File: src/rtl/aesgcm_pkg.sv
`timescale 1ns / 1ps
`default_nettype none

package aesgcm_pkg;

  // Item kinds
  localparam logic [1:0] KIND_AAD  = 2'd0;
  localparam logic [1:0] KIND_TEXT = 2'd1;
  localparam logic [1:0] KIND_FIN  = 2'd2;
  localparam logic [1:0] KIND_NONE = 2'd3;

  // Configuration register indexes
  localparam logic [2:0] REG_KEY0    = 3'd0;
  localparam logic [2:0] REG_KEY1    = 3'd1;
  localparam logic [2:0] REG_KEY2    = 3'd2;
  localparam logic [2:0] REG_KEY3    = 3'd3;
  localparam logic [2:0] REG_NONCE_U = 3'd4;
  localparam logic [2:0] REG_NONCE_L = 3'd5;
  localparam logic [2:0] REG_DECRYPT = 3'd6;

  typedef struct packed {
    logic [1:0]  kind;
    logic [63:0] block_upper;
    logic [63:0] block_lower;
    logic [4:0]  byte_count;
  } in_t;

  typedef struct packed {
    logic        result_kind;
    logic [63:0] out_upper;
    logic [63:0] out_lower;
    logic [4:0]  out_bytes;
    logic        tag_match;
    logic        order_error;
  } out_t;

  localparam logic [7:0] SBOX [256] = '{
    8'h63, 8'h7c, 8'h77, 8'h7b, 8'hf2, 8'h6b, 8'h6f, 8'hc5,
    8'h30, 8'h01, 8'h67, 8'h2b, 8'hfe, 8'hd7, 8'hab, 8'h76,
    8'hca, 8'h82, 8'hc9, 8'h7d, 8'hfa, 8'h59, 8'h47, 8'hf0,
    8'had, 8'hd4, 8'ha2, 8'haf, 8'h9c, 8'ha4, 8'h72, 8'hc0,
    8'hb7, 8'hfd, 8'h93, 8'h26, 8'h36, 8'h3f, 8'hf7, 8'hcc,
    8'h34, 8'ha5, 8'he5, 8'hf1, 8'h71, 8'hd8, 8'h31, 8'h15,
    8'h04, 8'hc7, 8'h23, 8'hc3, 8'h18, 8'h96, 8'h05, 8'h9a,
    8'h07, 8'h12, 8'h80, 8'he2, 8'heb, 8'h27, 8'hb2, 8'h75,
    8'h09, 8'h83, 8'h2c, 8'h1a, 8'h1b, 8'h6e, 8'h5a, 8'ha0,
    8'h52, 8'h3b, 8'hd6, 8'hb3, 8'h29, 8'he3, 8'h2f, 8'h84,
    8'h53, 8'hd1, 8'h00, 8'hed, 8'h20, 8'hfc, 8'hb1, 8'h5b,
    8'h6a, 8'hcb, 8'hbe, 8'h39, 8'h4a, 8'h4c, 8'h58, 8'hcf,
    8'hd0, 8'hef, 8'haa, 8'hfb, 8'h43, 8'h4d, 8'h33, 8'h85,
    8'h45, 8'hf9, 8'h02, 8'h7f, 8'h50, 8'h3c, 8'h9f, 8'ha8,
    8'h51, 8'ha3, 8'h40, 8'h8f, 8'h92, 8'h9d, 8'h38, 8'hf5,
    8'hbc, 8'hb6, 8'hda, 8'h21, 8'h10, 8'hff, 8'hf3, 8'hd2,
    8'hcd, 8'h0c, 8'h13, 8'hec, 8'h5f, 8'h97, 8'h44, 8'h17,
    8'hc4, 8'ha7, 8'h7e, 8'h3d, 8'h64, 8'h5d, 8'h19, 8'h73,
    8'h60, 8'h81, 8'h4f, 8'hdc, 8'h22, 8'h2a, 8'h90, 8'h88,
    8'h46, 8'hee, 8'hb8, 8'h14, 8'hde, 8'h5e, 8'h0b, 8'hdb,
    8'he0, 8'h32, 8'h3a, 8'h0a, 8'h49, 8'h06, 8'h24, 8'h5c,
    8'hc2, 8'hd3, 8'hac, 8'h62, 8'h91, 8'h95, 8'he4, 8'h79,
    8'he7, 8'hc8, 8'h37, 8'h6d, 8'h8d, 8'hd5, 8'h4e, 8'ha9,
    8'h6c, 8'h56, 8'hf4, 8'hea, 8'h65, 8'h7a, 8'hae, 8'h08,
    8'hba, 8'h78, 8'h25, 8'h2e, 8'h1c, 8'ha6, 8'hb4, 8'hc6,
    8'he8, 8'hdd, 8'h74, 8'h1f, 8'h4b, 8'hbd, 8'h8b, 8'h8a,
    8'h70, 8'h3e, 8'hb5, 8'h66, 8'h48, 8'h03, 8'hf6, 8'h0e,
    8'h61, 8'h35, 8'h57, 8'hb9, 8'h86, 8'hc1, 8'h1d, 8'h9e,
    8'he1, 8'hf8, 8'h98, 8'h11, 8'h69, 8'hd9, 8'h8e, 8'h94,
    8'h9b, 8'h1e, 8'h87, 8'he9, 8'hce, 8'h55, 8'h28, 8'hdf,
    8'h8c, 8'ha1, 8'h89, 8'h0d, 8'hbf, 8'he6, 8'h42, 8'h68,
    8'h41, 8'h99, 8'h2d, 8'h0f, 8'hb0, 8'h54, 8'hbb, 8'h16
  };

  // Multiply by x in GF(2^8)
  function automatic logic [7:0] xt(input logic [7:0] a);
    return {a[6:0], 1'b0} ^ (a[7] ? 8'h1b : 8'h00);
  endfunction

  function automatic logic [31:0] sub_word(input logic [31:0] w);
    return {SBOX[w[31:24]], SBOX[w[23:16]], SBOX[w[15:8]], SBOX[w[7:0]]};
  endfunction

endpackage

`default_nettype wire

File: src/rtl/aesgcm_round.sv
`timescale 1ns / 1ps
`default_nettype none

// One AES round: SubBytes, ShiftRows, MixColumns (skipped on last), AddRoundKey
module aesgcm_round import aesgcm_pkg::*; (
  input  wire logic [127:0] state_i,
  input  wire logic [127:0] key_i,
  input  wire logic         last_i,
  output logic      [127:0] state_o
);

  logic [7:0] s [16];
  logic [7:0] t [16];
  logic [7:0] m [16];

  always_comb begin
    for (int i = 0; i < 16; i++) begin
      s[i] = SBOX[state_i[127-8*i -: 8]];
    end
    for (int c = 0; c < 4; c++) begin
      for (int i = 0; i < 4; i++) begin
        t[i+4*c] = s[i + 4*((c+i) & 3)];
      end
    end
    for (int c = 0; c < 4; c++) begin
      if (last_i) begin
        m[4*c]   = t[4*c];
        m[4*c+1] = t[4*c+1];
        m[4*c+2] = t[4*c+2];
        m[4*c+3] = t[4*c+3];
      end else begin
        m[4*c]   = xt(t[4*c]) ^ xt(t[4*c+1]) ^ t[4*c+1] ^ t[4*c+2] ^ t[4*c+3];
        m[4*c+1] = t[4*c] ^ xt(t[4*c+1]) ^ xt(t[4*c+2]) ^ t[4*c+2] ^ t[4*c+3];
        m[4*c+2] = t[4*c] ^ t[4*c+1] ^ xt(t[4*c+2]) ^ xt(t[4*c+3]) ^ t[4*c+3];
        m[4*c+3] = xt(t[4*c]) ^ t[4*c] ^ t[4*c+1] ^ t[4*c+2] ^ xt(t[4*c+3]);
      end
    end
    for (int i = 0; i < 16; i++) begin
      state_o[127-8*i -: 8] = m[i] ^ key_i[127-8*i -: 8];
    end
  end

endmodule

`default_nettype wire

File: config.mk
export PLATFORM = sky130hd
export DESIGN_NAME = aesgcm_round
export DESIGN_NICKNAME = d
export VERILOG_FILES = /design/src/rtl/aesgcm_pkg.sv /design/src/rtl/aesgcm_round.sv
export SDC_FILE = /design/constraint.sdc
export NUM_CORES = 2
export LEC_CHECK = 0
export BUFFER_PORTS_ARGS = -buffer_cell sky130_fd_sc_hd__buf_2
export CELL_PAD_IN_SITES_DETAIL_PLACEMENT = 1
export CELL_PAD_IN_SITES_GLOBAL_PLACEMENT = 1
export CORE_MARGIN = 1
export CORE_UTILIZATION = 43
export DETAILED_ROUTE_END_ITERATION = 7
export PLACE_DENSITY_LB_ADDON = 0.2
export SYNTH_ARGS = -nofsm -noshare
export SYNTH_HDL_FRONTEND = slang
export SYNTH_SLANG_ARGS = --single-unit
export TNS_END_PERCENT = 10
File: constraint.sdc
create_clock -name vclk -period 17.85
set_input_delay 3.57 -clock vclk [all_inputs]
set_output_delay 3.57 -clock vclk [all_outputs]
set_load 0.02 [all_outputs]
==> impl_metrics.yaml <==
worst_setup_path:
  arrival_ns: 9.64
  end_kind: "output pin"
  cp-endpoint: "state_o[94]"
  required_ns: 14.28
  cp-start-kind: "input port"
  crit_type: "input port to output pin"
  cp-startpoint: "state_i[9]"
  crit_path_max_fanout: 37
yosys:
  synth.area.top_cells: "o21ai_0, a21oi_1, mux4_2"
  yosysSeqAreaShare_pct: 0
  syn-num-nets: 9873
  synth_cells: 9386
  synth_cell_type_count: 127
  synth_top_cell_by_area: "o21ai_0"
  synth_top_area_share_pct: 5.80
  synth_area_um2: 63000
  syn-mean-instance-area_um2: 6.71
  yosysWarnings: 0
layout:
  fin_cells: 10700
  syn2layout_area_growth_pct: -0.157
  design.seq.count: 0
  seq_area_um2: 0
  clkbuf_count: 0
  fin_area_um2: 62900
  drive_gt1_share_pct: 11.0
  fillers: 19000
  nNetsFinal: 9229
timing:
  worstMarginPinSlew_ns: 1.43
  final-hold-violation-count: 0
  hold_slack_ns: 7.42
  period_share_pct: 74.0
  fmax_mhz: 75.7
  rsz0062_at_grt: "no"
  maxSlewHeadroom_pct: 2.28
  setup_viol: 0
  fin_tns_setup_ns: 0
  slew_violations: 0
  min_period_ns: 13.21
detailed_routing:
  via_per_inst: 7.70
  wl_per_cell_um: 32.7
  routed_wl_um: 350000
  via_count: 82200
  drt_drc_violations_left: 0
  drtIter0Drc: 13000
  postRouteAntennaNets: 0
  dr.pass1.iters: 8
floorplan:
  die_width_um: 385
  num_rows: 140
  dieArea_um2: 148000
  coreArea_um2: 146000
  die_height_um: 385
  pin_count: 385
  initial_utilization_pct: 43.3
clock_network:
  cts_resized: 0
  post_cts_buffers: 0
  hold_buffers: 0
placement:
  placedCellCount: 10700
  postPlaceCellArea_um2: 62900
  gp_congestion: 1.04
  io_buffers: 385
  dp_hpwl_um: 244000
power:
  power.total_mw: 3.23
  total_leakage_power_nw: 22.8
  vdd_drop_max_mv: 0.0924
  power_per_cell_area_nw_per_um2: 51.4
min_path:
  hp-class: "input port to output pin"
status:
  violations: "capacitance limit"
  status: "complete, but fails checks"
grt:
  grt.overflow.total: 0
  grt_max_degree: 108
  grt_pass1_wl_um: 516000
  grt_use_total_pct: 44.2
  antenna_found_initial: 27
  grt_pass1_vias: 76600
run:
  maxCapViolations: 1
-- layout by cell type (no fill, tap or decap), types with 265 or more instances in the layout --
cell,instances
a21oi_1,690
nor2b_1,337
buf_2,355
nand2_1,711
nor2_1,595
nand2b_1,348
o21ai_0,730
nand3_1,286
xnor2_1,265
nor3_1,295
-- area by class of cell --
type	instances	area [µm²]	area share, %
Tap cell	1917	2400	3.81
Antenna cell	20	50.0	0.0795
Multi-Input combinational cell	8018	56600	90.0
Timing Repair Buffer	536	3140	4.99
Inverter	186	701	1.11
-- power breakdown --
group | total [mW] | internal [mW] | switching (mW)
Combinational | 3.23 | 1.17 | 2.06
Sequential | 0 | 0 | 0
Clock | 0.000000124 | 0.000000124 | 0
-- cells by family (layout without fill, tap and decap cells) --
family,Yosys count,count (layout),synth area share (%)
compound gates,3636,3636,40.5
xor+xnor,529,529,9.34
fa+ha+maj,231,231,4.58
buf+inv,1368,722,10.2
mux,360,360,8.68
other cells,0,20,0
simple gates,3262,3262,26.7
-- cell usage after synthesis, types with 194 or more instances --
cell type  count
a211oi_1     200
a21oi_1      690
buf_2        417
clkbuf_1     547
ha_1         230
nand2_1      711
nand2b_1     348
nand3_1      286
nor2_1       595
nor2b_1      337
nor3_1       295
o211ai_1     194
o21ai_0      730
xnor2_1      265
-- per-stage QoR --
stage / util [%] / setup WS, ns
after global routing: 43.2 / 4.58
after global placement: 43.2 / 5.09
after detailed placement: 43.2 / 4.98
after floorplan: - / 6.83
after CTS: 43.2 / 4.95
final: 43.2 / 4.64
-- how the worst min path moves through the flow --
stage	startpoint	end	slack, ns	cells after the start
after floorplan	key_i[0]	state_o[0]	7.27	1
after global placement	key_i[55]	state_o[55]	7.42	3
after detailed placement	key_i[124]	state_o[124]	7.43	3
after CTS	key_i[124]	state_o[124]	7.43	3
after global routing	key_i[57]	state_o[57]	7.43	3
final	key_i[36]	state_o[36]	7.42	3
-- metal layers --
| layer | share of wire [%] | wire length [µm] | GRT usage [%] |
|---|---|---|---|
| met4 | 5.0 | 17500 | 18.8 |
| met5 | 0.032 | 113 | 0 |
| met3 | 12 | 42500 | 9.12 |
| met2 | 43 | 149000 | 66.0 |
| met1 | 40 | 141000 | 61.1 |
-- worst max-delay path: stages --
cell      delay (ns)
buf_2           0.58
inv_1           0.32
ha_1            0.68
nor2b_1         0.65
o21ai_0         0.30
a21boi_0        0.21
o21a_1          0.24
mux4_2          0.46
mux2i_1         0.71
xnor2_1         0.45
xnor2_1         0.24
mux2i_1         0.82
xnor2_1         0.19
buf_2           0.19
No activity file was read; power rests on OpenSTA's default activity.
