<file path="src/rtl/aesgcm_pkg.sv">
`timescale 1ns / 1ps
`default_nettype none

package aesgcm_pkg;

  // Item kinds
  localparam logic [1:0] KIND_AAD  = 2'd0;
  localparam logic [1:0] KIND_TEXT = 2'd1;
  localparam logic [1:0] KIND_FIN  = 2'd2;
  localparam logic [1:0] KIND_NONE = 2'd3;

  // Configuration register indexes
  localparam logic [2:0] REG_KEY0    = 3'd0;
  localparam logic [2:0] REG_KEY1    = 3'd1;
  localparam logic [2:0] REG_KEY2    = 3'd2;
  localparam logic [2:0] REG_KEY3    = 3'd3;
  localparam logic [2:0] REG_NONCE_U = 3'd4;
  localparam logic [2:0] REG_NONCE_L = 3'd5;
  localparam logic [2:0] REG_DECRYPT = 3'd6;

  typedef struct packed {
    logic [1:0]  kind;
    logic [63:0] block_upper;
    logic [63:0] block_lower;
    logic [4:0]  byte_count;
  } in_t;

  typedef struct packed {
    logic        result_kind;
    logic [63:0] out_upper;
    logic [63:0] out_lower;
    logic [4:0]  out_bytes;
    logic        tag_match;
    logic        order_error;
  } out_t;

  localparam logic [7:0] SBOX [256] = '{
    8'h63, 8'h7c, 8'h77, 8'h7b, 8'hf2, 8'h6b, 8'h6f, 8'hc5,
    8'h30, 8'h01, 8'h67, 8'h2b, 8'hfe, 8'hd7, 8'hab, 8'h76,
    8'hca, 8'h82, 8'hc9, 8'h7d, 8'hfa, 8'h59, 8'h47, 8'hf0,
    8'had, 8'hd4, 8'ha2, 8'haf, 8'h9c, 8'ha4, 8'h72, 8'hc0,
    8'hb7, 8'hfd, 8'h93, 8'h26, 8'h36, 8'h3f, 8'hf7, 8'hcc,
    8'h34, 8'ha5, 8'he5, 8'hf1, 8'h71, 8'hd8, 8'h31, 8'h15,
    8'h04, 8'hc7, 8'h23, 8'hc3, 8'h18, 8'h96, 8'h05, 8'h9a,
    8'h07, 8'h12, 8'h80, 8'he2, 8'heb, 8'h27, 8'hb2, 8'h75,
    8'h09, 8'h83, 8'h2c, 8'h1a, 8'h1b, 8'h6e, 8'h5a, 8'ha0,
    8'h52, 8'h3b, 8'hd6, 8'hb3, 8'h29, 8'he3, 8'h2f, 8'h84,
    8'h53, 8'hd1, 8'h00, 8'hed, 8'h20, 8'hfc, 8'hb1, 8'h5b,
    8'h6a, 8'hcb, 8'hbe, 8'h39, 8'h4a, 8'h4c, 8'h58, 8'hcf,
    8'hd0, 8'hef, 8'haa, 8'hfb, 8'h43, 8'h4d, 8'h33, 8'h85,
    8'h45, 8'hf9, 8'h02, 8'h7f, 8'h50, 8'h3c, 8'h9f, 8'ha8,
    8'h51, 8'ha3, 8'h40, 8'h8f, 8'h92, 8'h9d, 8'h38, 8'hf5,
    8'hbc, 8'hb6, 8'hda, 8'h21, 8'h10, 8'hff, 8'hf3, 8'hd2,
    8'hcd, 8'h0c, 8'h13, 8'hec, 8'h5f, 8'h97, 8'h44, 8'h17,
    8'hc4, 8'ha7, 8'h7e, 8'h3d, 8'h64, 8'h5d, 8'h19, 8'h73,
    8'h60, 8'h81, 8'h4f, 8'hdc, 8'h22, 8'h2a, 8'h90, 8'h88,
    8'h46, 8'hee, 8'hb8, 8'h14, 8'hde, 8'h5e, 8'h0b, 8'hdb,
    8'he0, 8'h32, 8'h3a, 8'h0a, 8'h49, 8'h06, 8'h24, 8'h5c,
    8'hc2, 8'hd3, 8'hac, 8'h62, 8'h91, 8'h95, 8'he4, 8'h79,
    8'he7, 8'hc8, 8'h37, 8'h6d, 8'h8d, 8'hd5, 8'h4e, 8'ha9,
    8'h6c, 8'h56, 8'hf4, 8'hea, 8'h65, 8'h7a, 8'hae, 8'h08,
    8'hba, 8'h78, 8'h25, 8'h2e, 8'h1c, 8'ha6, 8'hb4, 8'hc6,
    8'he8, 8'hdd, 8'h74, 8'h1f, 8'h4b, 8'hbd, 8'h8b, 8'h8a,
    8'h70, 8'h3e, 8'hb5, 8'h66, 8'h48, 8'h03, 8'hf6, 8'h0e,
    8'h61, 8'h35, 8'h57, 8'hb9, 8'h86, 8'hc1, 8'h1d, 8'h9e,
    8'he1, 8'hf8, 8'h98, 8'h11, 8'h69, 8'hd9, 8'h8e, 8'h94,
    8'h9b, 8'h1e, 8'h87, 8'he9, 8'hce, 8'h55, 8'h28, 8'hdf,
    8'h8c, 8'ha1, 8'h89, 8'h0d, 8'hbf, 8'he6, 8'h42, 8'h68,
    8'h41, 8'h99, 8'h2d, 8'h0f, 8'hb0, 8'h54, 8'hbb, 8'h16
  };

  // Multiply by x in GF(2^8)
  function automatic logic [7:0] xt(input logic [7:0] a);
    return {a[6:0], 1'b0} ^ (a[7] ? 8'h1b : 8'h00);
  endfunction

  function automatic logic [31:0] sub_word(input logic [31:0] w);
    return {SBOX[w[31:24]], SBOX[w[23:16]], SBOX[w[15:8]], SBOX[w[7:0]]};
  endfunction

endpackage

`default_nettype wire

</file>
<file path="src/rtl/aesgcm_ghash.sv">
`timescale 1ns / 1ps
`default_nettype none

// GF(2^128) multiplier, 8 bits of x per cycle
module aesgcm_ghash import aesgcm_pkg::*; (
  input  wire logic         clk_i,
  input  wire logic         rst_ni,
  input  wire logic         start_i,
  input  wire logic [127:0] x_i,
  input  wire logic [127:0] h_i,
  output logic              done_o,
  output logic      [127:0] z_o
);

  logic [127:0] x_q, v_q, z_q;
  logic [127:0] v_d, z_d;
  logic [3:0]   cnt_q;
  logic         run_q, done_q;

  // Eight bit-steps of the shift-and-add product
  always_comb begin
    v_d = v_q;
    z_d = z_q;
    for (int j = 0; j < 8; j++) begin
      if (x_q[127-j]) z_d = z_d ^ v_d;
      v_d = v_d[0] ? ({1'b0, v_d[127:1]} ^ {8'he1, 120'd0}) : {1'b0, v_d[127:1]};
    end
  end

  always_ff @(posedge clk_i or negedge rst_ni) begin
    if (!rst_ni) begin
      run_q  <= 1'b0;
      done_q <= 1'b0;
      cnt_q  <= '0;
    end else begin
      done_q <= run_q && !start_i && (cnt_q == 4'd15);
      if (start_i) begin
        run_q <= 1'b1;
        cnt_q <= '0;
      end else if (run_q) begin
        cnt_q <= cnt_q + 4'd1;
        if (cnt_q == 4'd15) begin
          run_q <= 1'b0;
        end
      end
    end
  end

  always_ff @(posedge clk_i) begin
    if (start_i) begin
      x_q <= x_i;
      v_q <= h_i;
      z_q <= '0;
    end else if (run_q) begin
      x_q <= {x_q[119:0], 8'd0};
      v_q <= v_d;
      z_q <= z_d;
    end
  end

  assign done_o = done_q;
  assign z_o    = z_q;

endmodule

`default_nettype wire

</file>
<file path="config.mk">
export PLATFORM = sky130hd
export DESIGN_NAME = aesgcm_ghash
export DESIGN_NICKNAME = d
export VERILOG_FILES = /design/src/rtl/aesgcm_pkg.sv /design/src/rtl/aesgcm_ghash.sv
export SDC_FILE = /design/constraint.sdc
export NUM_CORES = 1
export LEC_CHECK = 0
export BUFFER_PORTS_ARGS = -buffer_cell sky130_fd_sc_hd__buf_2
export CAP_MARGIN = 40
export CORE_AREA = 5 5 238 240
export DETAILED_ROUTE_END_ITERATION = 12
export DIE_AREA = 0 0 243 245
export GPL_TIMING_DRIVEN = 0
export PLACE_DENSITY = 0.81
export SLEW_MARGIN = 5
export SYNTH_ARGS = -nofsm -noshare
export SYNTH_HDL_FRONTEND = slang
export SYNTH_SLANG_ARGS = --single-unit
</file>
<file path="constraint.sdc">
create_clock -name clk_i -period 4.4 [get_ports clk_i]
set_input_delay 0.88 -clock clk_i [delete_from_list [all_inputs] [get_ports clk_i]]
set_output_delay 0.88 -clock clk_i [all_outputs]
set_load 0.005 [all_outputs]
</file>
==> results of run 1 <==
## cell families after synthesis
logic type / Yosys count / share of synthesized area
adders and majority gates: 1 / 0.000431
buffers and inverters: 313 / 0.0451
xor gates and xnor gates: 1040 / 0.320
muxes: 256 / 0.0988
and+or+nand+nor: 1290 / 0.169
AOI/OAI and AO/OA: 40 / 0.00819
DFF: 390 / 0.358
## stage by stage
stage               area (µm²)   util  hold slack, ns  TNS, ns
floorplan                29000      -           0.501        0
global placement         31800  0.585           0.487  -480.30
detailed placement       32000  0.587           0.491        0
CTS                      33500  0.616          0.0454        0
global route             33600  0.617          0.0665        0
finish                   33600  0.617          0.0798        0
## sequential cells by signal, indices dropped and copies added, names as in the netlist
register / cells
z_o: 128
v_q: 128
x_q: 128
done_o: 1
cnt_q: 4
run_q: 1
## synthesized netlist by cell type, types with 2 or more instances
master        n  area [µm²]
mux2i_1      12         120
nor4_1        2        12.5
inv_1         9        33.8
a211oi_1      5        37.5
buf_2        89         445
a21oi_1      11        55.1
xnor2_2       2        32.5
buf_6         2        22.5
nor2_1      133         499
mux2_2      244        2750
a31oi_1       4        25.0
o21ai_0      13        65.1
nand3_1       7        35.0
or2_2         3        18.8
and2_1        8        50.1
xor2_2        4        65.1
nand2_1    1127        4230
xor2_4        2        55.1
clkbuf_1    173         649
buf_1        38         143
dfrtp_1       6         150
buf_4         2        15.0
nand4_1       2        12.5
dfxtp_1     128        2560
nor3_1        5        25.0
edfxtp_1    256        7690
xnor3_1       5         113
a2111oi_0     3        26.3
xor2_1      256        2240
xnor2_1     770        6740
## path summary, 6_finish.rpt
check	to	slack, ns	depth (start not counted)
setup / recovery	x_q[42]$_DFFE_PP_	0.72	7
hold / removal	done_o$_DFF_PN0_	0.08	1
setup reg to reg	x_q[42]$_DFFE_PP_	0.72	7
hold reg to reg	z_o[35]$_SDFFE_PP0P_	0.50	2
max in group asynchronous	run_q$_DFF_PN0_	4.16	1
min in group clk_i	z_o[35]$_SDFFE_PP0P_	0.50	2
## metal layers
metal  global-route usage  up-vias  share of wire
met4                0.149       14          0.057
li1                     -    11300              -
met2                0.467     1234           0.46
met3               0.0630      275          0.097
met1                0.358    11400           0.38
met5                    0        -        0.00090
## cells in the final DEF (no fill, tap or decap), types with 13 or more instances in the layout
cell / instances
buf_1: 38
o21ai_0: 13
xnor2_1: 770
mux2_2: 244
dfxtp_1: 128
clkbuf_1: 182
edfxtp_1: 256
nor2_1: 133
nand2_1: 1127
diode_2: 16
buf_2: 475
xor2_1: 256
clkbuf_16: 49
## power breakdown
part	switching, W	internal, W	total [W]	leakage, nW
logic	0.00464	0.00398	0.00863	9.47
registers	0.000451	0.00473	0.00518	3.87
clock network	0.00167	0.00221	0.00388	0.763
## final cells by class
| class | count | area, µm² |
|---|---|---|
| Inverter | 9 | 33.8 |
| Fill cell | 4577 | 20900 |
| Multi-Input combinational cell | 2627 | 17300 |
| Clock buffer | 63 | 1330 |
| Clock inverter | 23 | 233 |
| Antenna cell | 16 | 40.0 |
| Sequential cell | 390 | 10400 |
| Timing Repair Buffer | 393 | 2080 |
| Buffer | 304 | 1270 |
| Tap cell | 704 | 881 |
## worst max-delay path: stages (launching register included)
cell      delay (ns)
dfrtp_1         0.32
clkbuf_1        0.32
clkbuf_1        0.60
buf_8           0.24
clkbuf_1        0.46
or2_4           0.73
buf_16          0.33
buf_16          0.30
==> flow_summary.yaml, run 1 <==
status:
  status: "completed"
timing:
  finalWorstSetupSlack_ns: 0.716
  period_share: 0.837
  hold_violations: 0
  maxSlewViolCount: 0
  clock.fmax_ghz: 0.271
  layout_min_cycle_time_ns: 3.68
  worst_slew_pin_slew_ns: 0.872
  fin_skew_ns: 0.0283
  setup_violations: 0
  rsz0062_at_grt: "false"
  max_slew_margin: 0.419
cells_and_area:
  area_delta_synth_final_pct: 15.7
  final_cells: 4529
  drive_above_1_share: 0.214
  layout.nets: 4031
clock_network:
  cts_made_buffers: 46
  cts.repair.resized: 0
  post_cts_buffers: 0
  clock_latency_ns: 0.61
  clock-root-buffer: "clkbuf_16"
  hold_buffers: 0
  clock-sinks: 390
  clk_pin_slew_ns: 0.06
  cts_tree: "done"
  cts.path.max_buffers: 3
  htree_levels: 2
power_and_ir_drop:
  p_leak_nw: 14.1
  p_per_area_nw_per_um2: 527
  total_power_w: 0.0177
  peakVddDrop_mv: 0.314
critical_path:
  critPathArrivalTime_ns: 3.97
  critPathLaunchType: "flip-flop"
  crit_path_end_kind: "flip-flop"
  r2r_start: "run_q$_DFF_PN0_"
  crit_start: "run_q$_DFF_PN0_"
  crit_type: "flip-flop to flip-flop"
  crit_fanout: 59
  cp_data_required_time_ns: 4.69
logic_synthesis:
  ys_ff_latch: 390
  yosysWarnings: 0
  yosysSeqAreaShare: 0.358
  syn-instance-count: 3330
  synth_edf_count: 256
  ys.flop_type: "edfxtp_1"
  synth_cell_types: 39
  synthArstFlopShare: 0.0154
  syn_area_per_cell_um2: 8.71
  netlist_area_um2: 29000
  syn_nets: 3590
die:
  coreArea_um2: 54400
  row_count: 86
  die_area_um2: 59500
  initial_core_util: 0.533
  ioPinCount: 388
  dieWidth_um: 243
  die_y_um: 245
routing:
  wl_um: 88900
  ant_nets: 0
  vias_per_cell: 5.34
  num_vias: 24200
  dr.pass1.iters: 5
  drt_iter0_drc: 2238
  wire_per_inst_um: 19.6
  drc: 0
global_routing:
  grt_pass1_wl_um: 135000
  grt_usage: 0.286
  grt_start_max_net_pins: 60
  grt_antenna_before_repair: 21
  first_global_vias: 23500
  globalRoute.totalOverflow: 0
hold_path:
  hold_class: "input port to asynchronous set/reset pin"
run:
  maxCapViolations: 0
placement:
  dp.cells: 4427
  hpwl_um: 64100
  numPortBuffers: 386
  pre_cts_ws_ns: 0.342
  gp_congestion: 0.957
Note: power is estimated with default switching activity, not from simulation.
==> inputs of run 2 (changes only) <==
--- a/config.mk
+++ b/config.mk
@@ -5,13 +5,14 @@
 export SDC_FILE = /design/constraint.sdc
 export NUM_CORES = 1
 export LEC_CHECK = 0
+export ABC_AREA = 1
 export BUFFER_PORTS_ARGS = -buffer_cell sky130_fd_sc_hd__buf_2
 export CAP_MARGIN = 40
-export CORE_AREA = 5 5 238 240
+export CORE_AREA = 5 5 247 249
 export DETAILED_ROUTE_END_ITERATION = 12
-export DIE_AREA = 0 0 243 245
+export DIE_AREA = 0 0 252 254
 export GPL_TIMING_DRIVEN = 0
-export PLACE_DENSITY = 0.81
+export PLACE_DENSITY = 0.8
 export SLEW_MARGIN = 5
 export SYNTH_ARGS = -nofsm -noshare
 export SYNTH_HDL_FRONTEND = slang
==> constraint.sdc (replaced) <==
create_clock -name clk_i -period 3.2 [get_ports clk_i]
set_input_delay 0.64 -clock clk_i [delete_from_list [all_inputs] [get_ports clk_i]]
set_output_delay 0.64 -clock clk_i [all_outputs]
set_load 0.005 [all_outputs]
==> run 2 against run 1 <==
Against the previous run: routed wire length is 21% higher; non-clock buffer count grew 22; via count grew 27%; clock power rose by 40%; utilization decreased by 0.24 points; count of clock-buffer cells in the layout shrank 6; global-route usage up 3.2 points; first-iteration DRC count increased by 60%; design area is 7.0% higher; largest power group unchanged; sequential share of layout area shrank 2.0 points; maximum frequency rose by 44%; area after synthesis grew 7.8%.
==> flow_summary.yaml, run 2 <==
cells_and_area:
  antenna_cells: 0
  final_common_cell: "nand2_1"
  stdcell_area_um2: 35900
  area_delta_synth_final_pct: 14.9
  drive_above_1_share: 0.132
  layout.nets: 5226
  final_cell_mix: "2333 x nand2_1, 478 x buf_2, 428 x xnor2_1, 388 x xor2_1, 256 x edfxtp_1"
critical_path:
  critPathArrivalTime_ns: 3.07
  ff2ff_path_depth: 8
  crit_chain: "buf_2 > buf_2 > clkbuf_1 > nand2_1 > xor2_1 > nand2_1 > nand3_1 > nand2_1"
  critPathLaunchType: "flip-flop"
  crit_fanout: 10
  crit_top_cell: "nand2_1"
  cp.depth: 8
  crit_slowest_cell: "clkbuf_1"
  crit_family: "buffers and inverters"
  path_buf_inv: 3
  crit_path_end_kind: "flip-flop"
  crit_type: "flip-flop to flip-flop"
  max_stage_delay_ns: 0.56
  cp_data_required_time_ns: 3.70
timing:
  maxSlewViolCount: 0
  rsz0062_at_grt: "false"
  layout_min_cycle_time_ns: 2.57
  fin_skew_ns: 0.0200
  period_share: 0.802
  hold_violations: 0
  setup_violations: 0
  worst_slew_pin_slew_ns: 0.996
  clock.fmax_ghz: 0.390
  setup_tns_ns: 0
  max_slew_margin: 0.336
clock_network:
  htree_levels: 2
  cts.repair.resized: 0
  clock-root-buffer: "clkbuf_16"
  cts_made_buffers: 47
  clock-sinks: 390
  clk_pin_slew_ns: 0.06
  post_cts_buffers: 0
  cts.path.max_buffers: 3
  cts_tree: "done"
  clock_latency_ns: 0.61
  hold_buffers: 1
die:
  initial_core_util: 0.535
  row_count: 89
  ioPinCount: 388
  coreArea_um2: 58500
  die_area_um2: 64000
  die_y_um: 254
  dieWidth_um: 252
placement:
  numPortBuffers: 386
  placed_cell_area_um2: 34400
  gp_congestion: 0.974
  hpwl_um: 76300
global_routing:
  first_global_vias: 28300
  grt_pass1_wl_um: 160000
  globalRoute.totalOverflow: 0
  grt_usage: 0.318
  grt_start_max_net_pins: 43
  grt_antenna_before_repair: 3
status:
  status: "completed"
logic_synthesis:
  synthArstFlopShare: 0.0154
  ys_top_cells_by_area: "nand2_1 28%, edfxtp_1 25%, xnor2_1 12%, xor2_1 11%, dfxtp_1 8.2%"
  netlist_area_um2: 31300
  syn_area_per_cell_um2: 6.92
  yosys.area_share.simple: 0.329
  synth-adder-area-share: 0.000400
  synth_top_area_frac: 0.280
  synth_edf_count: 256
  muxShareOfSynthArea: 0
  ys_ff_latch: 390
  synth_most_common_cell: "nand2_1"
  synth-xor-area-share: 0.246
  synth_top_family_by_area: "simple AND/OR/NAND/NOR gates"
  synth_area_leader_cell: "nand2_1"
  yosysSeqAreaShare: 0.333
  yosysWarnings: 0
  ys.flop_type: "edfxtp_1"
  synth_cell_types: 35
  synthTopCellsByCount: "2333 x nand2_1, 428 x xnor2_1, 388 x xor2_1"
  synth_compound_area_frac: 0.0152
  syn-instance-count: 4520
  syn_nets: 4780
power_and_ir_drop:
  peakVddDrop_mv: 0.436
  p_leak_nw: 17.2
  p_per_area_nw_per_um2: 627
hold_path:
  holdPathStages: 3
  hold_class: "input port to flip-flop"
routing:
  wire_per_inst_um: 18.7
  num_vias: 30700
  vias_per_cell: 5.31
  dr.pass1.iters: 6
  wl_um: 108000
  drt_iter0_drc: 3573
  ant_nets: 0
  drc: 0
run:
  maxCapViolations: 0
[run 2: cell count changes in the layout (fill, tap and decap cells not counted), sizes merged, moves of 9 or more]
cell,delta
nand2,+1240
nand3b,+9
xnor2,-345
xor2,+160
mux2,-244
mux2i,-12
nand3,+115
nor2,-24
inv,+235
o21ai,+72
diode,-16
buf,+16
[run 2: metrics by stage]
stage	hold WS (ns)	power, W	instances	utilization	setup WS [ns]
after global routing	0.291	0.0238	5776	0.614	0.630
final	0.299	0.0225	5776	0.614	0.635
after global placement	0.451	0.0165	5679	0.585	-4.06
after detailed placement	0.460	0.0168	5689	0.588	0.487
after floorplan	0.344	0.0140	4520	-	-2.09
after CTS	0.272	0.0223	5776	0.614	0.761
[run 2: power breakdown]
group | internal (W) | switching, W | total, W
Sequential | 0.00640 | 0.000916 | 0.00731
Clock | 0.00311 | 0.00235 | 0.00545
Combinational | 0.00387 | 0.00590 | 0.00977
Total | 0.0134 | 0.00916 | 0.0225
[run 2: cells by family (layout without fill, tap and decap cells)]
logic type | count (synthesis) | in the layout
buffers and inverters | 569 | 1052
AND/OR/NAND/NOR | 2617 | 2617
adder cells (fa/ha/maj) | 1 | 1
flip-flops | 390 | 390
XOR/XNOR | 850 | 850
AO/OA/AOI/OAI | 93 | 93
[run 2: metal layers]
| metal | global-route usage | share of wire | vias to the layer above |
|---|---|---|---|
| li1 | - | - | 14400 |
| met1 | 0.405 | 0.37 | 13900 |
| met2 | 0.509 | 0.44 | 1912 |
| met3 | 0.0640 | 0.12 | 442 |
| met4 | 0.180 | 0.066 | 6 |
| met5 | 0 | 0.00041 | - |
[run 2: final timing paths]
path	from	to	slack [ns]
max	x_q[120]$_DFFE_PP_	z_o[83]$_SDFFE_PP0P_	0.63
min	x_i[4]	x_q[4]$_SDFFCE_PN0P_	0.30
max reg2reg	x_q[120]$_DFFE_PP_	z_o[83]$_SDFFE_PP0P_	0.63
min reg2reg	cnt_q[3]$_DFFE_PN0P_	cnt_q[3]$_DFFE_PN0P_	0.46
max in group asynchronous	rst_ni	cnt_q[3]$_DFFE_PN0P_	2.63
min in group asynchronous	rst_ni	done_o$_DFF_PN0_	0.41
[run 2: layout make-up]
class                      count  area, µm²
inverter                     247        931
clock buffer                  57       1240
sequential                   390      10400
multi-input combinational   3561      18500
timing repair buffer         397       2120
tap                          773        967
fill                        5181      22500
buffer                       322       1510
clock inverter                29        282
[run 2: worst min-delay path, cell delays in order]
cell     delay, ns
buf_2         0.08
nand2_1       0.04
inv_1         0.04
